===== src/hdl/cts_pkg.sv =====
// Shared codes and control types for the completion slot tracker.
`default_nettype none

package cts_pkg;

	// Defaults for the top level parameters
	localparam int SLOT_COUNT_DEF    = 64;
	localparam int ADDRESS_WIDTH_DEF = 32;

	// Field widths fixed by the interface
	localparam int OP_W     = 2;
	localparam int KIND_W   = 2;
	localparam int IDX_W    = 6;
	localparam int WORD_W   = 32;
	localparam int RES_CAP  = 64;
	localparam int RCNT_W   = 7;

	// Request operations
	localparam logic [OP_W-1:0] OP_ALLOC   = 2'd0;
	localparam logic [OP_W-1:0] OP_COMPL   = 2'd1;
	localparam logic [OP_W-1:0] OP_RELEASE = 2'd2;
	localparam logic [OP_W-1:0] OP_SWEEP   = 2'd3;

	// Result kinds
	localparam logic [KIND_W-1:0] KIND_GRANT    = 2'd0;
	localparam logic [KIND_W-1:0] KIND_NOFREE   = 2'd1;
	localparam logic [KIND_W-1:0] KIND_RECLAIM  = 2'd2;
	localparam logic [KIND_W-1:0] KIND_MISMATCH = 2'd3;

	// Control handed from the sequencer to the head update
	typedef struct packed {
		logic [OP_W-1:0] op;
		logic            slot_match;
		logic            granted;
		logic            cap_ok;
	} cts_ctl_t;

	// Result raised by the head update for the slot now at the head
	typedef struct packed {
		logic              valid;
		logic [KIND_W-1:0] kind;
		logic [WORD_W-1:0] addr;
	} cts_hit_t;

endpackage

`default_nettype wire


===== src/hdl/cts_cell.sv =====
// One slot cell of the rotating ring: valid mark, buffer address, completion word.
`default_nettype none

module cts_cell #(
	parameter int ADDRESS_WIDTH = cts_pkg::ADDRESS_WIDTH_DEF
) (
	input  wire logic                        clk,
	input  wire logic                        arst_n,
	input  wire logic                        shift,
	input  wire logic                        nxt_busy,
	input  wire logic [ADDRESS_WIDTH-1:0]    nxt_buf,
	input  wire logic [cts_pkg::WORD_W-1:0]  nxt_comp,
	output logic                             busy,
	output logic [ADDRESS_WIDTH-1:0]         buf_addr,
	output logic [cts_pkg::WORD_W-1:0]       comp
);

	logic                       busy_q;
	logic [ADDRESS_WIDTH-1:0]   buf_q;
	logic [cts_pkg::WORD_W-1:0] comp_q;

	// Advance the valid mark from the neighbour
	always_ff @(posedge clk or negedge arst_n) begin
		if (!arst_n) begin
			busy_q <= 1'b0;
		end else if (shift) begin
			busy_q <= nxt_busy;
		end
	end

	// Advance the payload from the neighbour
	always_ff @(posedge clk) begin
		if (shift) begin
			buf_q  <= nxt_buf;
			comp_q <= nxt_comp;
		end
	end

	assign busy     = busy_q;
	assign buf_addr = buf_q;
	assign comp     = comp_q;

endmodule

`default_nettype wire


===== src/hdl/cts_head.sv =====
// Update of the slot at the head of the ring for the request in progress.
`default_nettype none

module cts_head #(
	parameter int ADDRESS_WIDTH = cts_pkg::ADDRESS_WIDTH_DEF
) (
	input  wire cts_pkg::cts_ctl_t          ctl,
	input  wire logic [ADDRESS_WIDTH-1:0]   req_addr,
	input  wire logic [cts_pkg::WORD_W-1:0] req_word,
	input  wire logic                       cur_busy,
	input  wire logic [ADDRESS_WIDTH-1:0]   cur_buf,
	input  wire logic [cts_pkg::WORD_W-1:0] cur_comp,
	output logic                            new_busy,
	output logic [ADDRESS_WIDTH-1:0]        new_buf,
	output logic [cts_pkg::WORD_W-1:0]      new_comp,
	output cts_pkg::cts_hit_t               hit
);

	logic [cts_pkg::WORD_W-1:0] buf_low;

	// Low word of the stored address, zero-extended on narrow tables
	assign buf_low = cts_pkg::WORD_W'(cur_buf);

	// Apply the request to the head slot
	always_comb begin
		new_busy = cur_busy;
		new_buf  = cur_buf;
		new_comp = cur_comp;
		hit      = '0;
		unique case (ctl.op)
			cts_pkg::OP_ALLOC: begin
				if (!ctl.granted && !cur_busy) begin
					new_busy  = 1'b1;
					new_buf   = req_addr;
					new_comp  = '0;
					hit.valid = 1'b1;
					hit.kind  = cts_pkg::KIND_GRANT;
				end
			end
			cts_pkg::OP_COMPL: begin
				if (ctl.slot_match) begin
					new_comp = req_word;
				end
			end
			cts_pkg::OP_RELEASE: begin
				if (ctl.slot_match) begin
					new_busy = 1'b0;
					new_buf  = '0;
					new_comp = '0;
				end
			end
			cts_pkg::OP_SWEEP: begin
				if (cur_busy && (cur_comp != '0)) begin
					if (cur_comp == buf_low) begin
						// Matching word: free the slot and report its buffer
						new_busy  = 1'b0;
						new_buf   = '0;
						new_comp  = '0;
						hit.valid = ctl.cap_ok;
						hit.kind  = cts_pkg::KIND_RECLAIM;
						hit.addr  = buf_low;
					end else begin
						// Mismatch: keep the slot and report the word
						hit.valid = ctl.cap_ok;
						hit.kind  = cts_pkg::KIND_MISMATCH;
						hit.addr  = cur_comp;
					end
				end
			end
			default: begin
				hit = '0;
			end
		endcase
	end

endmodule

`default_nettype wire


===== src/hdl/completion_slot_tracker.sv =====
// Top level of the completion slot tracker: slot ring, sequencer and result register.
//
//  channel   handshake              payload
//  request   start / busy           operation, buffer_address, slot_index, completion_word
//  result    strobe (one cycle)     kind, result_slot, result_address, last
//
// Each request makes one full rotation: the slot ring rotates once past the
// head update, one slot a cycle, then the flush state flushes the held result.
// A raised result waits until the next one is raised or the flush, and shows in the
// cycle after that; the final one carries last and shows in the cycle after the flush.
// Reset clears every valid mark at once, so the table reads as empty with no clearing pass.
// busy is high from acceptance until the flush cycle ends; the receiver cannot stall.
`default_nettype none

module completion_slot_tracker #(
	parameter int SLOT_COUNT    = cts_pkg::SLOT_COUNT_DEF,
	parameter int ADDRESS_WIDTH = cts_pkg::ADDRESS_WIDTH_DEF
) (
	input  wire logic                         clk,
	input  wire logic                         arst_n,
	input  wire logic                         start,
	output logic                              busy,
	input  wire logic [cts_pkg::OP_W-1:0]     operation,
	input  wire logic [cts_pkg::WORD_W-1:0]   buffer_address,
	input  wire logic [cts_pkg::IDX_W-1:0]    slot_index,
	input  wire logic [cts_pkg::WORD_W-1:0]   completion_word,
	output logic                              strobe,
	output logic [cts_pkg::KIND_W-1:0]        kind,
	output logic [cts_pkg::IDX_W-1:0]         result_slot,
	output logic [cts_pkg::WORD_W-1:0]        result_address,
	output logic                              last
);

	localparam int SLOT_W = (SLOT_COUNT > 1) ? $clog2(SLOT_COUNT) : 1;
	localparam int CMP_W  = (SLOT_W > cts_pkg::IDX_W) ? SLOT_W : cts_pkg::IDX_W;
	localparam logic [SLOT_W-1:0] POS_LAST = SLOT_W'(SLOT_COUNT - 1);

	// Sequencer states
	localparam logic [1:0] ST_IDLE  = 2'd0;
	localparam logic [1:0] ST_RUN   = 2'd1;
	localparam logic [1:0] ST_FLUSH = 2'd2;

	logic [1:0]                  state_q;
	logic [SLOT_W-1:0]           pos_q;
	logic                        granted_q;
	logic [cts_pkg::RCNT_W-1:0]  res_cnt_q;
	logic [cts_pkg::OP_W-1:0]    op_q;
	logic [ADDRESS_WIDTH-1:0]    addr_q;
	logic [cts_pkg::IDX_W-1:0]   idx_q;
	logic [cts_pkg::WORD_W-1:0]  word_q;

	logic                        pend_valid_q;
	logic [cts_pkg::KIND_W-1:0]  pend_kind_q;
	logic [cts_pkg::IDX_W-1:0]   pend_slot_q;
	logic [cts_pkg::WORD_W-1:0]  pend_addr_q;

	logic                        strobe_q;
	logic [cts_pkg::KIND_W-1:0]  kind_q;
	logic [cts_pkg::IDX_W-1:0]   slot_q;
	logic [cts_pkg::WORD_W-1:0]  raddr_q;
	logic                        last_q;

	logic                        accept;
	logic                        shift;
	cts_pkg::cts_ctl_t           ctl;
	cts_pkg::cts_hit_t           hit;

	logic                        ring_busy [SLOT_COUNT];
	logic [ADDRESS_WIDTH-1:0]    ring_buf  [SLOT_COUNT];
	logic [cts_pkg::WORD_W-1:0]  ring_comp [SLOT_COUNT];
	logic                        head_busy;
	logic [ADDRESS_WIDTH-1:0]    head_buf;
	logic [cts_pkg::WORD_W-1:0]  head_comp;

	assign accept = start && !busy;
	assign busy   = (state_q != ST_IDLE);
	assign shift  = (state_q == ST_RUN);

	// Control for the head update
	assign ctl.op         = op_q;
	assign ctl.slot_match = (CMP_W'(idx_q) == CMP_W'(pos_q));
	assign ctl.granted    = granted_q;
	assign ctl.cap_ok     = (res_cnt_q < cts_pkg::RCNT_W'(cts_pkg::RES_CAP));

	cts_head #(
		.ADDRESS_WIDTH(ADDRESS_WIDTH)
	) u_head (
		.ctl      (ctl),
		.req_addr (addr_q),
		.req_word (word_q),
		.cur_busy (ring_busy[0]),
		.cur_buf  (ring_buf[0]),
		.cur_comp (ring_comp[0]),
		.new_busy (head_busy),
		.new_buf  (head_buf),
		.new_comp (head_comp),
		.hit      (hit)
	);

	// Ring of slot cells: each loads its neighbour, the tail loads the updated head
	for (genvar i = 0; i < SLOT_COUNT; i++) begin : g_cell
		if (i == SLOT_COUNT - 1) begin : g_tail
			cts_cell #(
				.ADDRESS_WIDTH(ADDRESS_WIDTH)
			) u_cell (
				.clk      (clk),
				.arst_n   (arst_n),
				.shift    (shift),
				.nxt_busy (head_busy),
				.nxt_buf  (head_buf),
				.nxt_comp (head_comp),
				.busy     (ring_busy[i]),
				.buf_addr (ring_buf[i]),
				.comp     (ring_comp[i])
			);
		end else begin : g_body
			cts_cell #(
				.ADDRESS_WIDTH(ADDRESS_WIDTH)
			) u_cell (
				.clk      (clk),
				.arst_n   (arst_n),
				.shift    (shift),
				.nxt_busy (ring_busy[i+1]),
				.nxt_buf  (ring_buf[i+1]),
				.nxt_comp (ring_comp[i+1]),
				.busy     (ring_busy[i]),
				.buf_addr (ring_buf[i]),
				.comp     (ring_comp[i])
			);
		end
	end

	// Latch the request operands
	always_ff @(posedge clk) begin
		if (accept) begin
			op_q   <= operation;
			addr_q <= ADDRESS_WIDTH'(buffer_address);
			idx_q  <= slot_index;
			word_q <= completion_word;
		end
	end

	// Sequence one rotation, then the flush cycle
	always_ff @(posedge clk or negedge arst_n) begin
		if (!arst_n) begin
			state_q   <= ST_IDLE;
			pos_q     <= '0;
			granted_q <= 1'b0;
			res_cnt_q <= '0;
		end else begin
			unique case (state_q)
				ST_IDLE: begin
					if (start) begin
						state_q   <= ST_RUN;
						pos_q     <= '0;
						granted_q <= 1'b0;
						res_cnt_q <= '0;
					end
				end
				ST_RUN: begin
					pos_q <= pos_q + 1'b1;
					if (pos_q == POS_LAST) begin
						state_q <= ST_FLUSH;
					end
					if (hit.valid) begin
						granted_q <= 1'b1;
						res_cnt_q <= res_cnt_q + 1'b1;
					end
				end
				ST_FLUSH: begin
					state_q <= ST_IDLE;
				end
				default: begin
					state_q <= ST_IDLE;
				end
			endcase
		end
	end

	// Hold the latest result until the next one or the flush decides last
	always_ff @(posedge clk or negedge arst_n) begin
		if (!arst_n) begin
			pend_valid_q <= 1'b0;
		end else if (accept || (state_q == ST_FLUSH)) begin
			pend_valid_q <= 1'b0;
		end else if (shift && hit.valid) begin
			pend_valid_q <= 1'b1;
		end
	end

	always_ff @(posedge clk) begin
		if (shift && hit.valid) begin
			pend_kind_q <= hit.kind;
			pend_slot_q <= cts_pkg::IDX_W'(pos_q);
			pend_addr_q <= hit.addr;
		end
	end

	// Drive the result strobe for one cycle
	always_ff @(posedge clk or negedge arst_n) begin
		if (!arst_n) begin
			strobe_q <= 1'b0;
		end else begin
			strobe_q <= (shift && hit.valid && pend_valid_q) ||
				((state_q == ST_FLUSH) && (pend_valid_q || (op_q == cts_pkg::OP_ALLOC)));
		end
	end

	always_ff @(posedge clk) begin
		if ((state_q == ST_FLUSH) && !pend_valid_q) begin
			// Allocate that found no free slot
			kind_q  <= cts_pkg::KIND_NOFREE;
			slot_q  <= '0;
			raddr_q <= '0;
			last_q  <= 1'b1;
		end else begin
			kind_q  <= pend_kind_q;
			slot_q  <= pend_slot_q;
			raddr_q <= pend_addr_q;
			last_q  <= (state_q == ST_FLUSH);
		end
	end

	assign strobe         = strobe_q;
	assign kind           = kind_q;
	assign result_slot    = slot_q;
	assign result_address = raddr_q;
	assign last           = last_q;

	// A result only follows a cycle of work
	a_strobe_after_work: assert property (@(posedge clk) disable iff (!arst_n)
		strobe |-> ($past(state_q) == ST_RUN) || ($past(state_q) == ST_FLUSH))
		else $error("result strobe without a request in progress");

	// The final result comes only from the flush cycle
	a_last_from_flush: assert property (@(posedge clk) disable iff (!arst_n)
		(strobe && last) |-> ($past(state_q) == ST_FLUSH))
		else $error("last result outside the flush cycle");

	// A grant is only ever reported for an allocate
	a_grant_on_alloc: assert property (@(posedge clk) disable iff (!arst_n)
		(strobe && (kind == cts_pkg::KIND_GRANT)) |-> (op_q == cts_pkg::OP_ALLOC))
		else $error("grant reported for another operation");

	// An accepted request starts its rotation at slot zero
	a_start_at_zero: assert property (@(posedge clk) disable iff (!arst_n)
		accept |=> (state_q == ST_RUN) && (pos_q == '0))
		else $error("rotation did not start at slot zero");

	// The ring holds still outside a rotation
	a_ring_still: assert property (@(posedge clk) disable iff (!arst_n)
		(state_q != ST_RUN) |=> $stable(ring_busy[0]))
		else $error("slot ring moved while not rotating");

endmodule

`default_nettype wire

===== config.mk =====
export PLATFORM = sky130hd
export DESIGN_NAME = completion_slot_tracker
export DESIGN_NICKNAME = d
export VERILOG_FILES = /design/src/hdl/cts_pkg.sv /design/src/hdl/cts_cell.sv /design/src/hdl/cts_head.sv /design/src/hdl/completion_slot_tracker.sv
export SDC_FILE = /design/constraint.sdc
export NUM_CORES = 2
export LEC_CHECK = 0
export ABC_AREA = 1
export ABC_CLOCK_PERIOD_IN_PS = 143500
export BUFFER_PORTS_ARGS = -buffer_cell sky130_fd_sc_hd__clkbuf_2
export CORE_MARGIN = 10
export CORE_UTILIZATION = 60
export DETAILED_ROUTE_END_ITERATION = 8
export GPL_TIMING_DRIVEN = 0
export MAX_ROUTING_LAYER = met4
export PLACE_DENSITY = 0.84
export SYNTH_ARGS = -nofsm -noshare
export SYNTH_HDL_FRONTEND = slang
export SYNTH_SLANG_ARGS = --single-unit

===== constraint.sdc =====
create_clock -name clk -period 143.5 [get_ports clk]
set_input_delay 0 -clock clk [delete_from_list [all_inputs] [get_ports clk]]
set_output_delay 0 -clock clk [all_outputs]
set_load 0.01 [all_outputs]

==> results.yml <==
clocking:
  insertion_delay_ns: 1.01
  cts-resized-gates: 0
  ctsLongestPathBuffers: 4
  clock-sinks: 4331
  cts_root_buffer: "clkbuf_16"
  clk_pin_slew_ns: 0.07
  cts_tree: "done"
  numCtsBuffers: 407
  cts_max_level: 5
timing:
  clock.fmax_ghz: 0.1349
  period_share: 0.05164
  drv_slew: 0
  timing_worst_slew_pin_value_ns: 1.313
  finClkSkew_ns: 0.06773
  setup_viol: 0
  hold_viol: 0
  slew_headroom: 0.1249
  rsz0062_at_grt: "no"
  tns_ns: 0
  finalCriticalPeriod_ns: 7.410
layout:
  fillers: 12330
  area_growth_pct: 15.42
  postLayoutCoreUtil: 0.6960
  layout-drive-gt1-share: 0.1263
  final_nets: 6214
  final_cell_mix: "edfxtp_1, nand2_1, clkbuf_16"
  final_common_cell: "edfxtp_1"
  final_area_um2: 154600
global_route:
  grt_pass1_wl_mm: 380.6
  grt_pass1_vias: 54380
  grt_max_degree: 82
  grt_overflow: 0
  globalRouteTotalUtil: 0.2227
  antenna_found_initial: 19
die:
  die_area_um2: 242500
  row_count: 173
  fp.coreArea_um2: 222100
  ios: 118
  die-width_um: 492.4
  die_h_um: 492.4
  initial_utilization: 0.6030
synthesis:
  seq_area_frac_synth: 0.9650
  yosysWarnings: 0
  synth_nets: 5473
  ys_types: 38
  synth-main-ff-cell: "edfxtp_1"
  mappedNetlistArea_um2: 133900
  synth-edff-count: 4208
  async_reset_ff_frac: 0.01893
  ys_seq_elements: 4331
  syn_inst: 5392
  avgSynthCellArea_um2: 24.84
critical_path:
  crit_type: "reg2reg"
  crit_arrival_ns: 8.04
  crit_path_end_kind: "flop"
  crit_fanout: 77
  cp.required_ns: 144.13
  start_kind: "flop"
power:
  pwr_density_cell_nw_per_um2: 25.35
  ir_drop_mv: 0.01257
  p_leak_nw: 56.72
worst_hold_path:
  hold_path.class: "in2async"
drt:
  drtIter0Drc: 7049
  wl_mm: 261.8
  vias_per_cell: 5.598
  detailedRoute.firstPassIterationCount: 6
  ant_nets: 0
  wl_per_cell_um: 27.72
  vias: 52880
  drc: 0
placement:
  gp_congestion: 0.8541
  port_buffers: 117
  place_area_um2: 140000
  dp_hpwl_mm: 122.2
flow_run:
  cap_violations: 0
outcome:
  status: "finished clean"
## metal layers
layer,track usage,vias to the layer above,wire (um)
met2,0.3468,2466,130000
li1,-,22480,-
met5,-,-,0
met4,0.1064,0,14660
met3,0.03888,664,16800
met1,0.2909,27260,100400
## cell families (layout without fill, tap and decap cells)
kind of cell               after synthesis  in the layout  share of synthesized area
AOI/OAI and AO/OA                      100            100                   0.004765
and+or+nand+nor                        737            737                    0.02196
adders and majority gates                6              6                  0.0005606
xor gates and xnor gates                28             28                   0.001831
DFF                                   4331           4331                     0.9650
buffers and inverters                  190           1257                   0.005877
other                                    0             12                          0
## per-stage QoR
step                power [mW]  hold WS [ns]  instances  worst slack [ns]
finish                   3.918        0.1679       9446            136.09
global route             4.064        0.1746       9441            135.47
CTS                      3.943       0.03094       9434            136.03
detailed placement       2.776      0.004852       8550            136.03
global placement         4.779        0.1795       8484            -7.500
floorplan                4.197       -0.2956       5392             26.70
## flip-flops by register name, indices dropped and copies added (netlist names), 6 cells and up
signal                         count
result_address                    32
addr_q                            32
g_cell.g_tail.u_cell.comp         32
result_slot                        6
pend_addr_q                       32
pend_slot_q                        6
g_cell.g_body.u_cell.comp       2016
res_cnt_q                          7
g_cell.g_tail.u_cell.buf_addr     32
word_q                            32
g_cell.g_body.u_cell.buf_addr   2016
idx_q                              6
g_cell.g_body.u_cell.busy         63
pos_q                              6
## where the power goes
group / switching [mW] / internal, mW
Combinational: 0.207 / 0.0556
Sequential: 0.289 / 2.28
Clock: 0.477 / 0.608
## worst paths after layout
check	start	end	slack, ns	cells past startpoint
hold reg to reg	g_cell[60].g_body.u_cell.buf_addr[17]	g_cell[59].g_body.u_cell.buf_addr[17]	0.38	0
min in group clk	buffer_address[15]	addr_q[15]	0.28	3
setup reg to reg	state_q[0]	g_cell[33].g_body.u_cell.buf_addr[7]	136.09	18
setup / recovery	state_q[0]	g_cell[33].g_body.u_cell.buf_addr[7]	136.09	18
max in group asynchronous	arst_n	g_cell[17].g_body.u_cell.busy	142.78	5
hold / removal	arst_n	strobe	0.17	4
## final cells by class
cell class,count,area [um2],area share
Antenna cell,12,30.03,0.0001943
Buffer,68,330.3,0.002137
Clock buffer,490,10760,0.06958
Clock inverter,245,2273,0.01471
Inverter,122,460.4,0.002979
Multi-Input combinational cell,871,3908,0.02528
Sequential cell,4331,129200,0.8361
Tap cell,2975,3722,0.02408
Timing Repair Buffer,332,3861,0.02498
## Yosys cell counts (3+ instances only)
cell type / instances / share of area
o221ai_1: 32 / 0.0021
xnor2_1: 21 / 0.0014
clkbuf_1: 35 / 0.00098
dfrtp_1: 82 / 0.015
nand2_1: 545 / 0.015
ha_1: 6 / 0.00056
buf_2: 20 / 0.00075
nor2_1: 89 / 0.0025
buf_6: 5 / 0.00042
edfxtp_1: 4208 / 0.94
nand2_2: 3 / 0.00014
buf_1: 5 / 0.00014
xor2_1: 7 / 0.00046
inv_2: 4 / 0.00011
nor2_2: 4 / 0.00019
nand3_1: 85 / 0.0032
a21oi_1: 14 / 0.00052
o21ai_0: 37 / 0.0014
inv_1: 115 / 0.0032
nand3b_1: 4 / 0.00022
dfxtp_1: 41 / 0.0061
o21ai_1: 11 / 0.00041
## critical path, stage by stage, from the launching register on
cell and delay (ns):
dfrtp_1 0.46, inv_1 0.06, nor2_1 0.50, clkbuf_4 0.61
buf_16 0.33, buf_16 0.30, buf_12 0.31, buf_16 0.37
buf_16 0.38, buf_16 0.37, buf_12 0.32, buf_16 0.34
buf_16 0.35, buf_16 0.32, buf_16 0.38, buf_16 0.37
buf_16 0.31, buf_16 0.34, buf_16 0.36
## repair_timing
item,CTS,global route
hold buffers,149,0
setup buffers,0,0
endpoints found under the hold margin,242,0
Power figures use the tool's default switching activity.
